--- src/design/mesh_bbox_volume_centroid_macros.svh ---
// Assertion macros for the mesh bounding box, volume and centroid block.
`ifndef MESH_BBOX_VOLUME_CENTROID_MACROS_SVH
`define MESH_BBOX_VOLUME_CENTROID_MACROS_SVH
`ifndef SYNTHESIS
`define MBVC_ASSERT_NOW(lbl, ante, cons) \
  lbl: assert property (@(posedge clk) disable iff (!rst_n) (ante) |-> (cons)) \
    else $error("mbvc: same-cycle check failed");
`define MBVC_ASSERT_NEXT(lbl, ante, cons) \
  lbl: assert property (@(posedge clk) disable iff (!rst_n) (ante) |=> (cons)) \
    else $error("mbvc: next-cycle check failed");
`else
`define MBVC_ASSERT_NOW(lbl, ante, cons)
`define MBVC_ASSERT_NEXT(lbl, ante, cons)
`endif
`endif

--- src/design/mbvc_pkg.sv ---
// Shared widths, codes and controller/datapath interface types.
`default_nettype none
package mbvc_pkg;
  localparam int FIELD_BITS  = 12;
  localparam int VOL_BITS    = 47;
  localparam int WSUM_BITS   = 60;
  localparam int CEN_BITS    = 20;
  localparam int AXES        = 3;
  localparam int IN_TDATA_W  = 112;
  localparam int OUT_TDATA_W = 184;

  localparam logic [1:0] AXIS_X = 2'd0;
  localparam logic [1:0] AXIS_Y = 2'd1;
  localparam logic [1:0] AXIS_Z = 2'd2;

  typedef struct packed {
    logic       load_in;
    logic       do_cof;
    logic       do_det;
    logic       do_acc;
    logic       div_init;
    logic       div_step;
    logic       div_fin;
    logic       load_out;
    logic [1:0] axis;
  } cmd_t;

  typedef struct packed {
    logic last;
    logic degen;
    logic sat;
  } sts_t;
endpackage
`default_nettype wire

--- src/design/mbvc_ctrl.sv ---
// Controller: sequences triangle arithmetic, centroid division and result handoff.
`default_nettype none
module mbvc_ctrl (
  input  wire logic            clk,
  input  wire logic            rst_n,
  input  wire logic            in_tvalid,
  output logic                 in_tready,
  output logic                 out_tvalid,
  input  wire logic            out_tready,
  input  wire mbvc_pkg::sts_t  sts,
  output mbvc_pkg::cmd_t       cmd
);
  import mbvc_pkg::*;

  localparam int ITER_W = $clog2(CEN_BITS);
  localparam logic [2:0] S_IDLE = 3'd0;
  localparam logic [2:0] S_COF  = 3'd1;
  localparam logic [2:0] S_DET  = 3'd2;
  localparam logic [2:0] S_ACC  = 3'd3;
  localparam logic [2:0] S_CHK  = 3'd4;
  localparam logic [2:0] S_DIV  = 3'd5;
  localparam logic [2:0] S_FIN  = 3'd6;
  localparam logic [2:0] S_LOAD = 3'd7;

  logic [2:0]        state_r, state_nxt;
  logic [1:0]        axis_r, axis_nxt;
  logic [ITER_W-1:0] iter_r, iter_nxt;
  logic              oval_r, oval_nxt;
  logic              can_load;

  assign can_load = !oval_r || out_tready;

  always_comb begin
    state_nxt = state_r;
    axis_nxt  = axis_r;
    iter_nxt  = iter_r;
    oval_nxt  = oval_r && !out_tready;
    cmd       = '0;
    cmd.axis  = axis_r;
    case (state_r)
      S_IDLE: begin
        if (in_tvalid) begin
          cmd.load_in = 1'b1;
          state_nxt   = S_COF;
        end
      end
      S_COF: begin
        cmd.do_cof = 1'b1;
        state_nxt  = S_DET;
      end
      S_DET: begin
        cmd.do_det = 1'b1;
        state_nxt  = S_ACC;
      end
      S_ACC: begin
        cmd.do_acc = 1'b1;
        axis_nxt   = AXIS_X;
        state_nxt  = sts.last ? S_CHK : S_IDLE;
      end
      S_CHK: begin
        if (sts.degen) begin
          state_nxt = S_LOAD;
        end else begin
          cmd.div_init = 1'b1;
          iter_nxt     = '0;
          // skip the long division when the quotient is known to saturate
          state_nxt    = sts.sat ? S_FIN : S_DIV;
        end
      end
      S_DIV: begin
        cmd.div_step = 1'b1;
        iter_nxt     = iter_r + ITER_W'(1);
        if (iter_r == ITER_W'(CEN_BITS - 1)) state_nxt = S_FIN;
      end
      S_FIN: begin
        cmd.div_fin = 1'b1;
        if (axis_r == AXIS_Z) begin
          state_nxt = S_LOAD;
        end else begin
          axis_nxt  = axis_r + 2'd1;
          state_nxt = S_CHK;
        end
      end
      S_LOAD: begin
        if (can_load) begin
          cmd.load_out = 1'b1;
          oval_nxt     = 1'b1;
          state_nxt    = S_IDLE;
        end
      end
      default: state_nxt = S_IDLE;
    endcase
  end

  always_ff @(posedge clk) begin
    if (!rst_n) begin
      state_r <= S_IDLE;
      axis_r  <= AXIS_X;
      iter_r  <= '0;
      oval_r  <= 1'b0;
    end else begin
      state_r <= state_nxt;
      axis_r  <= axis_nxt;
      iter_r  <= iter_nxt;
      oval_r  <= oval_nxt;
    end
  end

  assign in_tready  = (state_r == S_IDLE);
  assign out_tvalid = oval_r;
endmodule
`default_nettype wire

--- config.mk ---
export PLATFORM = sky130hd
export DESIGN_NAME = mbvc_ctrl
export DESIGN_NICKNAME = d
export VERILOG_FILES = /design/src/design/mesh_bbox_volume_centroid_macros.svh /design/src/design/mbvc_pkg.sv /design/src/design/mbvc_ctrl.sv
export SDC_FILE = /design/constraint.sdc
export NUM_CORES = 1
export LEC_CHECK = 0
export ABC_AREA = 1
export BUFFER_PORTS_ARGS = -buffer_cell sky130_fd_sc_hd__buf_2
export CORE_MARGIN = 2
export CORE_UTILIZATION = 57
export CTS_BUF_LIST = sky130_fd_sc_hd__clkbuf_2
export CTS_CLUSTER_DIAMETER = 80
export CTS_CLUSTER_SIZE = 20
export DETAILED_ROUTE_END_ITERATION = 7
export PLACE_DENSITY = 0.83
export SKIP_CTS_REPAIR_TIMING = 1
export SYNTH_ARGS = -nofsm -noshare
export SYNTH_HDL_FRONTEND = slang
export SYNTH_SLANG_ARGS = --single-unit
export TNS_END_PERCENT = 5
--- constraint.sdc ---
create_clock -name clk -period 3.2 [get_ports clk]
set_input_delay 0.32 -clock clk [delete_from_list [all_inputs] [get_ports clk]]
set_output_delay 0.32 -clock clk [all_outputs]
set_load 0.05 [all_outputs]
After elaboration in Yosys (flattened, before gate mapping)
Index checks and enable logic that the tools add are counted.
{"block": "word_totals", "reg_bits": 11, "input_bits": 7, "output_inout_bits": 12, "word_cells": 55}
{"block": "classes", "addsub": 2, "eq_ne": 14, "n_mux": 25, "n_reduce_logical": 10}
{"operator": "$pmux W3 S8", "count": 1}
{"operator": "$mux W1", "count": 13}
{"operator": "$eq A3 B3 Y1 const B", "count": 4}
{"operator": "$mux W3", "count": 4}
{"operator": "$ne A2 B2 Y1 const B", "count": 5}
{"operator": "$pmux W5 S2", "count": 1}
{"operator": "$mux W2", "count": 4}
{"operator": "$eq A3 B2 Y1 const B", "count": 2}
{"operator": "$add A5 B1 Y5 const B", "count": 1}
{"operator": "$eq A5 B5 Y1 const B", "count": 1}
{"operator": "$mux W5", "count": 1}
{"operator": "$pmux W2 S2", "count": 1}
{"operator": "$reduce_and A2 Y1", "count": 2}
{"operator": "$reduce_bool A2 Y1", "count": 2}
{"operator": "$eq A3 B1 Y1 const B", "count": 1}
{"operator": "$logic_not A3 Y1", "count": 1}
{"operator": "$reduce_and A3 Y1", "count": 1}
{"operator": "$add A2 B1 Y2 const B", "count": 1}
{"operator": "$eq A2 B2 Y1 const B", "count": 1}
{"operator": "$logic_not A1 Y1", "count": 2}
{"operator": "$logic_and A1 B1 Y1", "count": 1}
{"operator": "$logic_or A1 B1 Y1", "count": 1}

Logic depth before layout (Yosys ltp)
{"block": "depth", "ltp_word": 4, "depth_mapped": 8, "mapped_depth_nobuf": 8}

Least setup slack after synthesis
OpenSTA, ideal clock, no wires.
{"block": "synth_timing", "path_type": "register to output", "start": "register state_r[2]", "end": "output port cmd[2] (netlist name)", "t_arrival_ns": 1.690, "required_time_ns": 2.880, "path_slack_ns": 1.190, "path_stages_with_launch": 3, "path_cell_list": "dfxtp_1 inv_4 nor3_1"}
{"item": "from (decl)", "line_no": "mbvc_ctrl.sv:25", "rtl": "logic [2:0] state_r, state_nxt;"}
{"item": "from (signal assigned)", "line_no": "mbvc_ctrl.sv:102", "rtl": "state_r <= state_nxt;"}
{"item": "to (decl)", "line_no": "mbvc_ctrl.sv:11", "rtl": "output mbvc_pkg::cmd_t cmd"}

==> flow_metrics.tcl <==
set metrics [dict create \
    outcome "finished clean" \
    io_pins 19 \
    via_per_inst 5.193 \
    num_vias 753 \
    pre_cts_slack_ns 1.698 \
    cp-start-kind "register" \
    slew_headroom_pct 76.25 \
    yosysSeqAreaShare_pct 29.63 \
    yosysMostFrequentCell "nand2_1" \
    fin_skew_ns 0.001696 \
    htree_levels 1 \
    grtUsageTotal_pct 19.70 \
    hp-class "input port to register" \
    clockPowerShare_pct 26.5 \
    worstHoldPathCells 2 \
    required_ns 2.88 \
    cts_tree "yes" \
    worstMarginPinSlew_ns 0.3558 \
    hold_viol 0 \
    synth_common_cells "nand2_1, inv_1, nor2_1, dfxtp_1, nand3_1" \
    overflow 0 \
    switching_share_pct 34.93 \
    critPathKind "register to primary output" \
    dieHeight_um 40.11 \
    wl_per_cell_um 9.910 \
    async_reset_ff_share_pct 0 \
    synth-edff-count 0 \
    grt_pass1_vias 537 \
    clk_pin_slew_ns 0.10 \
    internal-power_uw 191.0 \
    ys_types 24 \
    rsz0062_at_grt "false" \
    numPortBuffers 18 \
    rows 13 \
    drtPass1Iterations 4 \
    drive_above_1_share_pct 30.00 \
    clk_latency_ns 0.26 \
    coreArea_mm2 0.001252 \
    hold_end "out_tvalid" \
    setup-tns-final_ns 0 \
    layout_min_cycle_time_ns 1.802 \
    grt_pass1_wl_um 2056 \
    crit_arrival_ns 1.48 \
    power_uw 293.6 \
    start_util_pct 59.34 \
    nets 140 \
    slew_violations 0 \
    crit_fanout 8 \
    drv_cap 0 \
    rr_startpoint "state_r[1]" \
    fmax_mhz 554.9 \
    place_congestion 0.7934 \
    cts_buffer_depth 2 \
    endpoint_kind "primary output" \
    p_switching_uw 102.6 \
    ir_worst_vdd_uv 197.5 \
    synth_area_leader_cell "dfxtp_1" \
    fin_crit_sh_pct 56.32 \
    diodes 0 \
    setup_viol 0 \
    hpwlAfterDp_um 1186 \
    ant_nets 0 \
    wl_um 1437 \
    drc 0 \
    synthTopCellsByArea "dfxtp_1, nand2_1, nand3_1" \
    die_w_um 40.11 \
    clock_sinks 11 \
    dieArea_mm2 0.001609 \
    power_density_mw_per_mm2 342.6 \
    r2r_setup_slack_ns 1.88 \
    worstHoldStart "rst_n" \
    ys_seq_elements 11 \
    synth_top_area_share_pct 29.63 \
    r2r_end "state_r[2]" \
    area_delta_synth_final_pct 15.32 \
    worst_slack_ns 1.398 \
    reg2reg_depth 7 \
    synth_area_um2 743.2 \
    synth-main-ff-cell "dfxtp_1" \
    cts_root_buffer "clkbuf_2" \
    synthCells 110 \
    drt_iter0_markers 7 \
    antenna_found_initial 0 \
    power.leakage_uw 0.0004432 \
    grt_max_degree 10 \
    combPwrFrac_pct 23.4 \
    sequentialPowerShare_pct 50.1 \
    cts-buffers-inserted 3 \
    synth_nets 119 \
    syn_area_per_cell_um2 6.756 \
    ys_warn_count 0 \
]
## cells by family after synthesis
kind of cell | after synthesis | synth area share (%)
DFF | 11 | 29.63
buffers and inverters | 22 | 12.79
AOI/OAI and AO/OA | 14 | 10.10
and+or+nand+nor | 61 | 44.11
adders and majority gates | 2 | 3.366
## placed cells by master (no fill, tap or decap), drive strengths merged
cell type | netlist | layout
a21oi | 8 | 8
buf | 2 | 18
clkbuf | 0 | 4
clkinv | 3 | 3
dfxtp | 11 | 11
ha | 2 | 2
inv | 17 | 17
nand2 | 24 | 24
nand3 | 17 | 17
nand4 | 4 | 4
nor2 | 14 | 14
nor3 | 2 | 2
o21a | 1 | 1
o21ai | 4 | 4
o21bai | 1 | 1
## through the flow
step / instances / hold WS, ns / cell area, um^2 / util [%]
floorplan: 110 / 0.4375 / 743.2 / -
global placement: 141 / 0.4990 / 837.1 / 66.83
detailed placement: 141 / 0.4973 / 837.1 / 66.83
CTS: 145 / 0.3294 / 857.1 / 68.43
global route: 145 / 0.3437 / 857.1 / 68.43
finish: 145 / 0.3362 / 857.1 / 68.43
## worst max-delay path: stages (launching register included)
cell	delay, ns
dfxtp_1	0.42
nor2_1	0.30
nand2_1	0.15
nor2_1	0.10
buf_2	0.26
## power by group through the flow
stage	Clock [uW]	Sequential, uW	Combinational [uW]
4_1_cts	80.2	147	69.2
2_1_floorplan	0	144	62.1
6_report	77.7	147	68.8
3_3_place_gp	0	150	68.2
5_1_grt	85.6	148	75.4
3_5_place_dp	0	150	68.8
## layer usage
| layer | vias up | GRT usage, % | routed length (um) |
|---|---|---|---|
| met4 | 0 | 12.93 | 32 |
| li1 | 393 | - | - |
| met5 | - | 0 | 0 |
| met3 | 5 | 1.667 | 60 |
| met2 | 19 | 34.68 | 717 |
| met1 | 336 | 22.37 | 625 |
## worst max path at each step
| stage | from | to | slack (ns) | cells past startpoint |
|---|---|---|---|---|
| 6_report | state_r[1] | cmd[9] | 1.40 | 4 |
| 4_1_cts | state_r[2] | cmd[5] | 1.40 | 5 |
| 3_3_place_gp | state_r[2] | cmd[5] | 1.71 | 5 |
| 2_1_floorplan | state_r[2] | cmd[2] | 1.19 | 2 |
| 3_5_place_dp | state_r[2] | cmd[5] | 1.70 | 5 |
| 5_1_grt | state_r[2] | cmd[5] | 1.28 | 5 |
## registers in the layout, summed over array words and instances, names as in the netlist
register,flops
axis_r,2
iter_r,5
out_tvalid,1
state_r,3
## layout make-up
cell class              instances  area (um^2)
fillers                       107        395.4
flip-flops and latches         11        220.2
inverters                      20        80.08
clock buffers                   4        20.02
well taps                      15        18.77
multi-input cells              77        427.9
repair buffers                 18        90.09
No activity file was read; power rests on OpenSTA's default activity.
